===== src/hw/rtl/piecewise_linear_evaluator_assert.svh =====
// Assertion helpers; every user has a clock i_clk and reset i_rst_n.
`ifndef PIECEWISE_LINEAR_EVALUATOR_ASSERT_SVH
`define PIECEWISE_LINEAR_EVALUATOR_ASSERT_SVH

`define PWL_ASSERT_ALWAYS(label, expr) \
    label: assert property (@(posedge i_clk) disable iff (!i_rst_n) (expr)) \
        else $error("pwl assertion failed");

`define PWL_ASSERT_IMPLY(label, ante, cons) \
    label: assert property (@(posedge i_clk) disable iff (!i_rst_n) (ante) |-> (cons)) \
        else $error("pwl assertion failed");

`endif


===== src/hw/rtl/pwl_pkg.sv =====
package pwl_pkg;

    localparam int MAX_POINTS_DEF = 16;
    localparam int DIV_STEPS      = 16;
    localparam int CFG_IDX_W      = 1;

    localparam logic [CFG_IDX_W-1:0] CFG_CLAMP = 1'd0;
    localparam logic [CFG_IDX_W-1:0] CFG_ERROR = 1'd1;

    typedef enum logic [1:0] {
        OP_CLEAR  = 2'd0,
        OP_APPEND = 2'd1,
        OP_EVAL   = 2'd2,
        OP_NOP    = 2'd3
    } t_op;

    typedef enum logic [2:0] {
        ST_INTERP    = 3'd0,
        ST_CLAMP_LO  = 3'd1,
        ST_CLAMP_HI  = 3'd2,
        ST_OUT_RANGE = 3'd3,
        ST_INVALID   = 3'd4,
        ST_ACK       = 3'd5,
        ST_FULL      = 3'd6
    } t_status;

    typedef enum logic [2:0] {
        S_IDLE,
        S_READ,
        S_CMP,
        S_DIV,
        S_MUL,
        S_ADD
    } t_state;

    typedef struct packed {
        t_op                op;
        logic signed [31:0] x;
        logic signed [31:0] y;
    } t_item;

endpackage


===== src/hw/rtl/pwl_ram.sv =====
module pwl_ram #(
    parameter int WIDTH = 64,
    parameter int DEPTH = 16
) (
    input  logic                     i_clk,
    input  logic                     i_we,
    input  logic [$clog2(DEPTH)-1:0] i_waddr,
    input  logic [WIDTH-1:0]         i_wdata,
    input  logic [$clog2(DEPTH)-1:0] i_raddr,
    output logic [WIDTH-1:0]         o_rdata
);

    logic [WIDTH-1:0] r_mem [DEPTH];
    logic [WIDTH-1:0] r_rdata;

    always_ff @(posedge i_clk) begin
        if (i_we) begin
            r_mem[i_waddr] <= i_wdata;
        end
        r_rdata <= r_mem[i_raddr];
    end

    assign o_rdata = r_rdata;

endmodule


===== src/hw/rtl/pwl_front.sv =====
module pwl_front import pwl_pkg::*; (
    input  logic        i_clk,
    input  logic        i_rst_n,
    input  logic        i_valid,
    output logic        o_stall,
    input  logic [1:0]  i_func,
    input  logic [31:0] i_x_value,
    input  logic [31:0] i_y_value,
    input  logic        i_q_full,
    output logic        o_push,
    output t_item       o_item
);

    logic  r_valid, n_valid;
    t_item r_item, n_item;
    logic  accept;

    assign o_stall = r_valid && i_q_full;
    assign accept  = i_valid && !o_stall;
    assign o_push  = r_valid && !i_q_full;
    assign o_item  = r_item;

    always_comb begin
        n_item   = r_item;
        n_valid  = o_push ? 1'b0 : r_valid;
        if (accept) begin
            n_valid  = 1'b1;
            n_item.x = i_x_value;
            n_item.y = i_y_value;
            case (i_func)
                OP_CLEAR:  n_item.op = OP_CLEAR;
                OP_APPEND: n_item.op = OP_APPEND;
                OP_EVAL:   n_item.op = OP_EVAL;
                default:   n_item.op = OP_NOP;
            endcase
        end
    end

    always_ff @(posedge i_clk) begin
        if (!i_rst_n) begin
            r_valid <= 1'b0;
        end else begin
            r_valid <= n_valid;
        end
        r_item <= n_item;
    end

endmodule


===== src/hw/rtl/pwl_queue.sv =====
module pwl_queue import pwl_pkg::*; (
    input  logic  i_clk,
    input  logic  i_rst_n,
    input  logic  i_push,
    input  t_item i_item,
    output logic  o_full,
    input  logic  i_pop,
    output logic  o_valid,
    output t_item o_item
);

    t_item      r_slot [2];
    logic       r_wptr, r_rptr;
    logic [1:0] r_cnt;

    assign o_full  = r_cnt == 2'd2;
    assign o_valid = r_cnt != 2'd0;
    assign o_item  = r_slot[r_rptr];

    always_ff @(posedge i_clk) begin
        if (!i_rst_n) begin
            r_wptr <= 1'b0;
            r_rptr <= 1'b0;
            r_cnt  <= 2'd0;
        end else begin
            if (i_push) begin
                r_wptr <= ~r_wptr;
            end
            if (i_pop) begin
                r_rptr <= ~r_rptr;
            end
            r_cnt <= r_cnt + {1'b0, i_push} - {1'b0, i_pop};
        end
        if (i_push) begin
            r_slot[r_wptr] <= i_item;
        end
    end

endmodule


===== src/hw/rtl/pwl_back.sv =====
module pwl_back import pwl_pkg::*; #(
    parameter int MAX_POINTS = MAX_POINTS_DEF
) (
    input  logic        i_clk,
    input  logic        i_rst_n,
    input  logic        i_q_valid,
    input  t_item       i_q_item,
    output logic        o_q_pop,
    input  logic        i_clamp_en,
    input  logic [31:0] i_err_val,
    input  logic        i_out_stall,
    output logic        o_out_valid,
    output logic [31:0] o_result,
    output logic [2:0]  o_status,
    output logic        o_table_valid
);
    `include "piecewise_linear_evaluator_assert.svh"

    localparam int AW = $clog2(MAX_POINTS);
    localparam int CW = $clog2(MAX_POINTS + 1);

    t_state r_state, n_state;

    logic [CW-1:0]      r_count, n_count;
    logic               r_broken, n_broken;
    logic [1:0]         r_run, n_run;
    logic signed [31:0] r_first_x, r_first_y, r_last_x, r_last_y;
    logic signed [31:0] r_x, r_px, r_py, r_cy;
    logic [AW-1:0]      r_idx;
    logic [33:0]        r_rem;
    logic [32:0]        r_span;
    logic [16:0]        r_q;
    logic [3:0]         r_step;
    logic signed [50:0] r_prod;

    logic               r_ovalid, r_tv;
    logic [31:0]        r_res;
    t_status            r_stat;

    logic               free, ok, is_long, tbl_full;
    logic [31:0]        s_res;
    t_status            s_stat;
    logic               s_tv;
    logic               ram_we, out_load;
    logic [63:0]        ram_rdata;
    logic signed [31:0] rd_x, rd_y;
    logic signed [32:0] cmp_span, cmp_d, dy;
    logic [33:0]        rem2;
    logic signed [50:0] prod_adj;
    logic [31:0]        add_res;

    assign free     = !r_ovalid || !i_out_stall;
    assign ok       = (r_count >= CW'(2)) && !r_broken;
    assign tbl_full = r_count >= CW'(MAX_POINTS);
    assign is_long  = (i_q_item.op == OP_EVAL) && ok &&
                      !(i_q_item.x < r_first_x) && !(i_q_item.x > r_last_x);

    assign rd_x     = ram_rdata[63:32];
    assign rd_y     = ram_rdata[31:0];
    assign cmp_span = {rd_x[31], rd_x} - {r_px[31], r_px};
    assign cmp_d    = {r_x[31], r_x} - {r_px[31], r_px};
    assign rem2     = {r_rem[32:0], 1'b0};
    assign dy       = {r_cy[31], r_cy} - {r_py[31], r_py};
    assign prod_adj = r_prod + (r_prod[50] ? 51'sd65535 : 51'sd0);
    assign add_res  = r_py + prod_adj[47:16];

    pwl_ram #(.WIDTH(64), .DEPTH(MAX_POINTS)) u_ram (
        .i_clk   (i_clk),
        .i_we    (ram_we),
        .i_waddr (r_count[AW-1:0]),
        .i_wdata ({i_q_item.x, i_q_item.y}),
        .i_raddr (r_idx),
        .o_rdata (ram_rdata)
    );

    // short items: table update and immediate result
    always_comb begin
        n_count  = r_count;
        n_broken = r_broken;
        n_run    = r_run;
        s_res    = 32'd0;
        s_stat   = ST_ACK;
        case (i_q_item.op)
            OP_CLEAR: begin
                n_count  = '0;
                n_broken = 1'b0;
                n_run    = 2'd1;
            end
            OP_APPEND: begin
                if (tbl_full) begin
                    s_stat = ST_FULL;
                end else begin
                    if (r_count != '0) begin
                        if (i_q_item.x < r_last_x) begin
                            n_broken = 1'b1;
                        end else if (i_q_item.x == r_last_x) begin
                            if (r_run < 2'd3) begin
                                n_run = r_run + 2'd1;
                            end
                            if (n_run > 2'd2) begin
                                n_broken = 1'b1;
                            end
                        end else begin
                            n_run = 2'd1;
                        end
                    end
                    n_count = r_count + CW'(1);
                end
            end
            OP_EVAL: begin
                if (!ok) begin
                    s_res  = i_err_val;
                    s_stat = ST_INVALID;
                end else if (i_q_item.x < r_first_x) begin
                    s_res  = i_clamp_en ? r_first_y : i_err_val;
                    s_stat = i_clamp_en ? ST_CLAMP_LO : ST_OUT_RANGE;
                end else begin
                    s_res  = i_clamp_en ? r_last_y : i_err_val;
                    s_stat = i_clamp_en ? ST_CLAMP_HI : ST_OUT_RANGE;
                end
            end
            default: ;
        endcase
        s_tv = (n_count >= CW'(2)) && !n_broken;
    end

    always_comb begin
        n_state = r_state;
        case (r_state)
            S_IDLE: if (i_q_valid && is_long) n_state = S_READ;
            S_READ: n_state = S_CMP;
            S_CMP: begin
                if (r_x <= rd_x) begin
                    n_state = (cmp_span == '0) ? S_MUL : S_DIV;
                end else begin
                    n_state = S_READ;
                end
            end
            S_DIV:  if (r_step == 4'(DIV_STEPS - 1)) n_state = S_MUL;
            S_MUL:  n_state = S_ADD;
            S_ADD:  if (free) n_state = S_IDLE;
            default: n_state = S_IDLE;
        endcase
    end

    always_comb begin
        o_q_pop  = 1'b0;
        ram_we   = 1'b0;
        out_load = 1'b0;
        case (r_state)
            S_IDLE: begin
                o_q_pop  = i_q_valid && (is_long || free);
                out_load = i_q_valid && !is_long && free;
                ram_we   = out_load && (i_q_item.op == OP_APPEND) && !tbl_full;
            end
            S_ADD:   out_load = free;
            default: ;
        endcase
    end

    always_ff @(posedge i_clk) begin
        if (!i_rst_n) begin
            r_state  <= S_IDLE;
            r_count  <= '0;
            r_broken <= 1'b0;
            r_run    <= 2'd1;
            r_ovalid <= 1'b0;
        end else begin
            r_state <= n_state;
            if (out_load) begin
                r_ovalid <= 1'b1;
            end else if (!i_out_stall) begin
                r_ovalid <= 1'b0;
            end
            if (r_state == S_IDLE && out_load) begin
                r_count  <= n_count;
                r_broken <= n_broken;
                r_run    <= n_run;
            end
        end

        case (r_state)
            S_IDLE: begin
                r_x   <= i_q_item.x;
                r_px  <= r_first_x;
                r_py  <= r_first_y;
                r_idx <= AW'(1);
                if (ram_we) begin
                    if (r_count == '0) begin
                        r_first_x <= i_q_item.x;
                        r_first_y <= i_q_item.y;
                    end
                    r_last_x <= i_q_item.x;
                    r_last_y <= i_q_item.y;
                end
            end
            S_CMP: begin
                if (r_x <= rd_x) begin
                    r_cy   <= rd_y;
                    r_span <= cmp_span;
                    r_step <= '0;
                    if (cmp_span == '0) begin
                        r_q <= 17'd65536;
                    end else if (cmp_d >= cmp_span) begin
                        r_q   <= 17'd1;
                        r_rem <= {1'b0, cmp_d - cmp_span};
                    end else begin
                        r_q   <= 17'd0;
                        r_rem <= {1'b0, cmp_d};
                    end
                end else begin
                    r_px  <= rd_x;
                    r_py  <= rd_y;
                    r_idx <= r_idx + AW'(1);
                end
            end
            S_DIV: begin
                r_step <= r_step + 4'd1;
                if (rem2 >= {1'b0, r_span}) begin
                    r_rem <= rem2 - {1'b0, r_span};
                    r_q   <= {r_q[15:0], 1'b1};
                end else begin
                    r_rem <= rem2;
                    r_q   <= {r_q[15:0], 1'b0};
                end
            end
            S_MUL: r_prod <= dy * $signed({1'b0, r_q});
            default: ;
        endcase

        if (out_load) begin
            if (r_state == S_ADD) begin
                r_res  <= add_res;
                r_stat <= ST_INTERP;
                r_tv   <= 1'b1;
            end else begin
                r_res  <= s_res;
                r_stat <= s_stat;
                r_tv   <= s_tv;
            end
        end
    end

    assign o_out_valid   = r_ovalid;
    assign o_result      = r_res;
    assign o_status      = r_stat;
    assign o_table_valid = r_tv;

    `PWL_ASSERT_ALWAYS(a_count_max, r_count <= CW'(MAX_POINTS))
    `PWL_ASSERT_IMPLY(a_pop_valid, o_q_pop, i_q_valid)
    `PWL_ASSERT_IMPLY(a_div_rem, r_state == S_DIV, r_rem < {1'b0, r_span})
    `PWL_ASSERT_IMPLY(a_long_ok, r_state != S_IDLE, ok)

endmodule


===== src/hw/rtl/piecewise_linear_evaluator.sv =====
// Clear, append, nop and out-of-range or invalid evaluate: front register, queue slot, output register.
// Interpolating evaluate: a read and a compare per breakpoint scanned, 17-bit quotient
//   (1 + 16 steps), multiply, add; a zero-width segment skips the divider.
// Throughput: one transaction per cycle for short ops while the output is not stalled; the
//   back end holds off the queue until an interpolation has produced its result.
module piecewise_linear_evaluator import pwl_pkg::*; #(
    parameter int MAX_POINTS = MAX_POINTS_DEF
) (
    input  logic                 i_clk,
    input  logic                 i_rst_n,
    input  logic                 i_valid,
    output logic                 o_stall,
    input  logic [1:0]           i_func,
    input  logic [31:0]          i_x_value,
    input  logic [31:0]          i_y_value,
    output logic                 o_valid,
    input  logic                 i_stall,
    output logic [31:0]          o_result_value,
    output logic [2:0]           o_status,
    output logic                 o_table_valid,
    input  logic                 i_cfg_we,
    input  logic [CFG_IDX_W-1:0] i_cfg_idx,
    input  logic [31:0]          i_cfg_data
);

    // Reset (synchronous, active low) empties the table, clamping on, error value zero.
    logic        r_clamp_en;
    logic [31:0] r_err_val;
    logic        q_full, push, pop, q_valid;
    t_item       f_item, q_item;

    always_ff @(posedge i_clk) begin
        if (!i_rst_n) begin
            r_clamp_en <= 1'b1;
            r_err_val  <= 32'd0;
        end else if (i_cfg_we) begin
            case (i_cfg_idx)
                CFG_CLAMP: r_clamp_en <= i_cfg_data[0];
                CFG_ERROR: r_err_val  <= i_cfg_data;
                default: ;
            endcase
        end
    end

    pwl_front u_front (
        .i_clk     (i_clk),
        .i_rst_n   (i_rst_n),
        .i_valid   (i_valid),
        .o_stall   (o_stall),
        .i_func    (i_func),
        .i_x_value (i_x_value),
        .i_y_value (i_y_value),
        .i_q_full  (q_full),
        .o_push    (push),
        .o_item    (f_item)
    );

    pwl_queue u_queue (
        .i_clk   (i_clk),
        .i_rst_n (i_rst_n),
        .i_push  (push),
        .i_item  (f_item),
        .o_full  (q_full),
        .i_pop   (pop),
        .o_valid (q_valid),
        .o_item  (q_item)
    );

    pwl_back #(.MAX_POINTS(MAX_POINTS)) u_back (
        .i_clk         (i_clk),
        .i_rst_n       (i_rst_n),
        .i_q_valid     (q_valid),
        .i_q_item      (q_item),
        .o_q_pop       (pop),
        .i_clamp_en    (r_clamp_en),
        .i_err_val     (r_err_val),
        .i_out_stall   (i_stall),
        .o_out_valid   (o_valid),
        .o_result      (o_result_value),
        .o_status      (o_status),
        .o_table_valid (o_table_valid)
    );

endmodule


===== config.mk =====
export PLATFORM = sky130hd
export DESIGN_NAME = piecewise_linear_evaluator
export DESIGN_NICKNAME = d
export VERILOG_FILES = /design/src/hw/rtl/pwl_pkg.sv /design/src/hw/rtl/pwl_ram.sv /design/src/hw/rtl/pwl_front.sv /design/src/hw/rtl/pwl_queue.sv /design/src/hw/rtl/pwl_back.sv /design/src/hw/rtl/piecewise_linear_evaluator.sv
export VERILOG_INCLUDE_DIRS = /design/src /design/src/hw/rtl
export SDC_FILE = /design/constraint.sdc
export NUM_CORES = 2
export LEC_CHECK = 0
export BUFFER_PORTS_ARGS = -buffer_cell sky130_fd_sc_hd__buf_2
export CAP_MARGIN = 20
export CORE_ASPECT_RATIO = 0.5
export CORE_MARGIN = 8
export CORE_UTILIZATION = 36
export CTS_BUF_LIST = sky130_fd_sc_hd__clkbuf_4 sky130_fd_sc_hd__clkbuf_8
export DETAILED_ROUTE_END_ITERATION = 8
export PLACE_DENSITY = 0.52
export SYNTH_ARGS = -nofsm -noshare
export SYNTH_HDL_FRONTEND = slang
export SYNTH_SLANG_ARGS = --single-unit

===== constraint.sdc =====
create_clock -name i_clk -period 10.1 [get_ports i_clk]
set_input_delay 1.515 -clock i_clk [delete_from_list [all_inputs] [get_ports i_clk]]
set_output_delay 1.515 -clock i_clk [all_outputs]
set_load 0.01 [all_outputs]

==> metrics.md <==
| Metric | Value |
|---|---|
| Status | `complete, no violations` |
| Critical Path Fanout Max | `27` |
| Layout Skew | `a little over 0.1 ns` |
| Tmin final | `9.41 ns` |
| Crit path DAT | `10.02 ns` |
| Worst-Skew Late Latency | `0.94 ns` |
| Final Wtd Congestion | `0.827` |
| Synth Flop Type | `edfxtp_1` |
| Placed Cells | `10.7k` |
| Critical path class | `register to register` |
| Hold crit path type | `register to register` |
| Initial core utilization | `0.363` |
| Final hold violation count | `0` |
| CP endpoint kind | `register` |
| WL/cell | `23.2 µm` |
| Syn Area/Cell | `13.7 µm²` |
| Top post-synthesis cells by area | `edfxtp_1, fa_1, mux4_2` |
| FF+latch area | `0.0520 mm²` |
| Area growth, synth to finish | `11.5%` |
| Port Buffers | `~140` |
| Initial DRT Pass Iterations | `7` |
| Period utilization | `0.932` |
| RSZ-0062 raised after global routing | `false` |
| Post-Route WL | `261,000 µm` |
| Max stage delay cell, worst path | `fa_1` |
| I/O pin cnt | `142` |
| Die width | `750 µm` |
| Row count | `134` |
| Fin cells | `11.2k` |
| Setup TNS | `0 ns` |
| Synth Cell Area | `0.0971 mm²` |
| Multi-input gate area | `a little over 0.04 mm²` |
| Setup violations, final | `0` |
| Hpwl dp | `between 150,000 and 200,000 µm` |
| Crit-path most repeated cell | `fa_1` |
| Total grt overflow | `0` |
| Fraction of layout cells with a size suffix above 1 | `0.163` |
| CTS Buf Count | `282` |
| Initial DRC Count | `~5.0k` |
| Final #Nets | `about 8.5k` |
| Vias in the first global route | `58.8k` |
| Synth Instances | `7,096` |
| Clock-pin slew on the worst setup and hold paths | `~0.060 ns` |
| First-pass GRT wire length | `between 300,000 and 400,000 µm` |
| Startpoint Class | `register` |
| Final Max Slew Viols | `0` |
| Core ar. | `0.267 mm²` |
| Post-DRT Antenna Nets | `0` |
| CTS root buf | `clkbuf_8` |
| Critical Path RT | `10.71 ns` |
| Fmax | `approximately 110 MHz` |
| Largest net degree at the start of global routing | `115` |
| DR DRC count | `0` |
| Maximum clock path buffer count | `4` |
| Full die area | `0.287 mm²` |
| Tot GR Track Use | `0.179` |
| Max-slew headroom | `0.224` |
| Initial antenna violation count | `23` |
| Routed vias | `around 57k` |
| CTS tree | `built` |
| CTS Sinks | `1,769` |
| Max_cap viols | `0` |
| Synth unique cells | `95` |
| Synthesized flop and latch total | `1,769` |
| Syn_nets | `8,176` |
| Placed cell area | `just over 0.1 mm²` |
| Largest stage delay on the critical path | `0.78 ns` |
| Ys async rst share | `0` |
| Post-synth EDFFs | `1,654` |
| Share of the synthesized area in the top cell type | `0.512` |
| H-Tree Depth | `5` |
| Worst Tran Pin Value | `1.16 ns` |
| Post-CTS setup buffer count | `0` |
| Overall die height | `383 µm` |
| Area leader, netlist | `edfxtp_1` |
| Via density | `5.09` |
| Synth warn | `0` |
| Sequential cell area fraction in the yosys report | `0.535` |
| Filler cell count in the final layout | `25.1k` |
| Post-Layout Inst Area | `0.108 mm²` |
-- cells in the final DEF (no fill, tap or decap), types with 37 or more instances in the layout --
cell	Yosys	final
clkbuf_8	0	309
clkbuf_4	0	117
nand2b_1	44	44
o21ai_0	191	191
a21o_1	120	120
mux2_2	100	100
a211oi_1	48	47
and2_1	269	266
edfxtp_1	1654	1654
ha_1	434	434
clkinv_1	0	43
nand2_1	630	630
nor3_1	55	49
inv_1	947	947
nand3_1	52	52
mux4_2	320	320
nand4_1	48	48
nor2_1	206	200
xor2_1	93	93
buf_4	1	125
fa_1	542	541
dfxtp_1	115	114
mux2i_1	52	52
o22ai_1	37	37
xnor2_1	153	150
nor2b_1	53	52
a21oi_1	314	313
buf_2	20	141
-- final timing paths --
path,from,to,slack (ns),cells after the start
max,u_back.r_cy[0],u_back.r_prod[47],0.69,35
min,u_front.o_item[36],u_queue.r_slot[1][36],0.43,0
max reg2reg,u_back.r_cy[0],u_back.r_prod[47],0.69,35
min reg2reg,u_front.o_item[36],u_queue.r_slot[1][36],0.43,0
-- synth_stat cells (20+ instances only) --
library cell	number
inv_1	947
o22ai_1	37
edfxtp_1	1654
xor2_1	93
mux2_2	100
fa_1	542
clkbuf_1	198
nor2_1	206
xnor2_1	153
buf_1	36
a211oi_1	48
o21bai_1	33
and2_1	269
o21ai_0	191
nor2b_1	53
a21o_1	120
buf_2	20
nand2_1	630
and3_1	33
o21a_1	35
nand4_1	48
mux2i_1	52
a21oi_1	314
nand3_1	52
nor3_1	55
dfxtp_1	115
ha_1	434
nand2b_1	44
mux4_2	320
-- state kept, by name, indices dropped and copies added (netlist names), 33 cells and up, named ones only --
| register | cells |
|---|---|
| u_front.o_item | 66 |
| u_back.u_ram.o_rdata | 64 |
| u_back.u_ram.r_mem | 1024 |
| u_back.r_rem | 33 |
| u_queue.r_slot | 132 |
| u_back.r_prod | 49 |
| u_back.r_span | 33 |
-- per-layer routing --
metal  vias to the layer above  share of wire  global-route usage
li1                      25849              -                   -
met1                     29495           0.48               0.268
met2                      1453           0.44               0.275
met3                       310          0.056              0.0263
met4                         0          0.019              0.0387
met5                         -              0                   0
-- per-stage QoR --
step,util,hold slack (ns),worst slack [ns]
5_1_grt,0.405,0.445,0.0960
2_1_floorplan,-,0.403,0.170
6_report,0.405,0.431,0.689
3_5_place_dp,0.384,0.423,0.590
4_1_cts,0.405,0.435,0.545
3_3_place_gp,0.384,0.414,0.648
-- critical path: cells and delay by family (launching register included) --
kind	cells	cell delay, ns
compound gates	14	2.98
xor+xnor	1	0.09
fa+ha+maj	9	4.24
buf+inv	6	0.52
flops	1	0.36
mux	1	0.38
simple gates	4	0.59
-- what timing repair did --
action | 4_1_cts | 5_1_grt
setup endpoints to repair | 0 | 1
resized for setup | 0 | 1
hold buffers | 0 | 0
-- kinds of logic after synthesis --
| logic type | after synthesis | share of synthesized area |
|---|---|---|
| adders and majority gates | 976 | 0.168 |
| and+or+nand+nor | 1481 | 0.0737 |
| muxes | 473 | 0.0914 |
| xor gates and xnor gates | 246 | 0.0222 |
| DFF | 1769 | 0.535 |
| AOI/OAI and AO/OA | 946 | 0.0625 |
| buffers and inverters | 1205 | 0.0471 |
-- area by class of cell --
cell class	count	share of cell area
Clock inverter	78	0.00453
Timing Repair Buffer	275	0.0169
Sequential cell	1769	0.480
Antenna cell	7	0.000162
Inverter	948	0.0329
Multi-Input combinational cell	4122	0.376
Clock buffer	426	0.0474
Tap cell	3604	0.0417
Power is not shown: default switching activity piles up to over one toggle a cycle in this logic, so the estimate is an artifact.
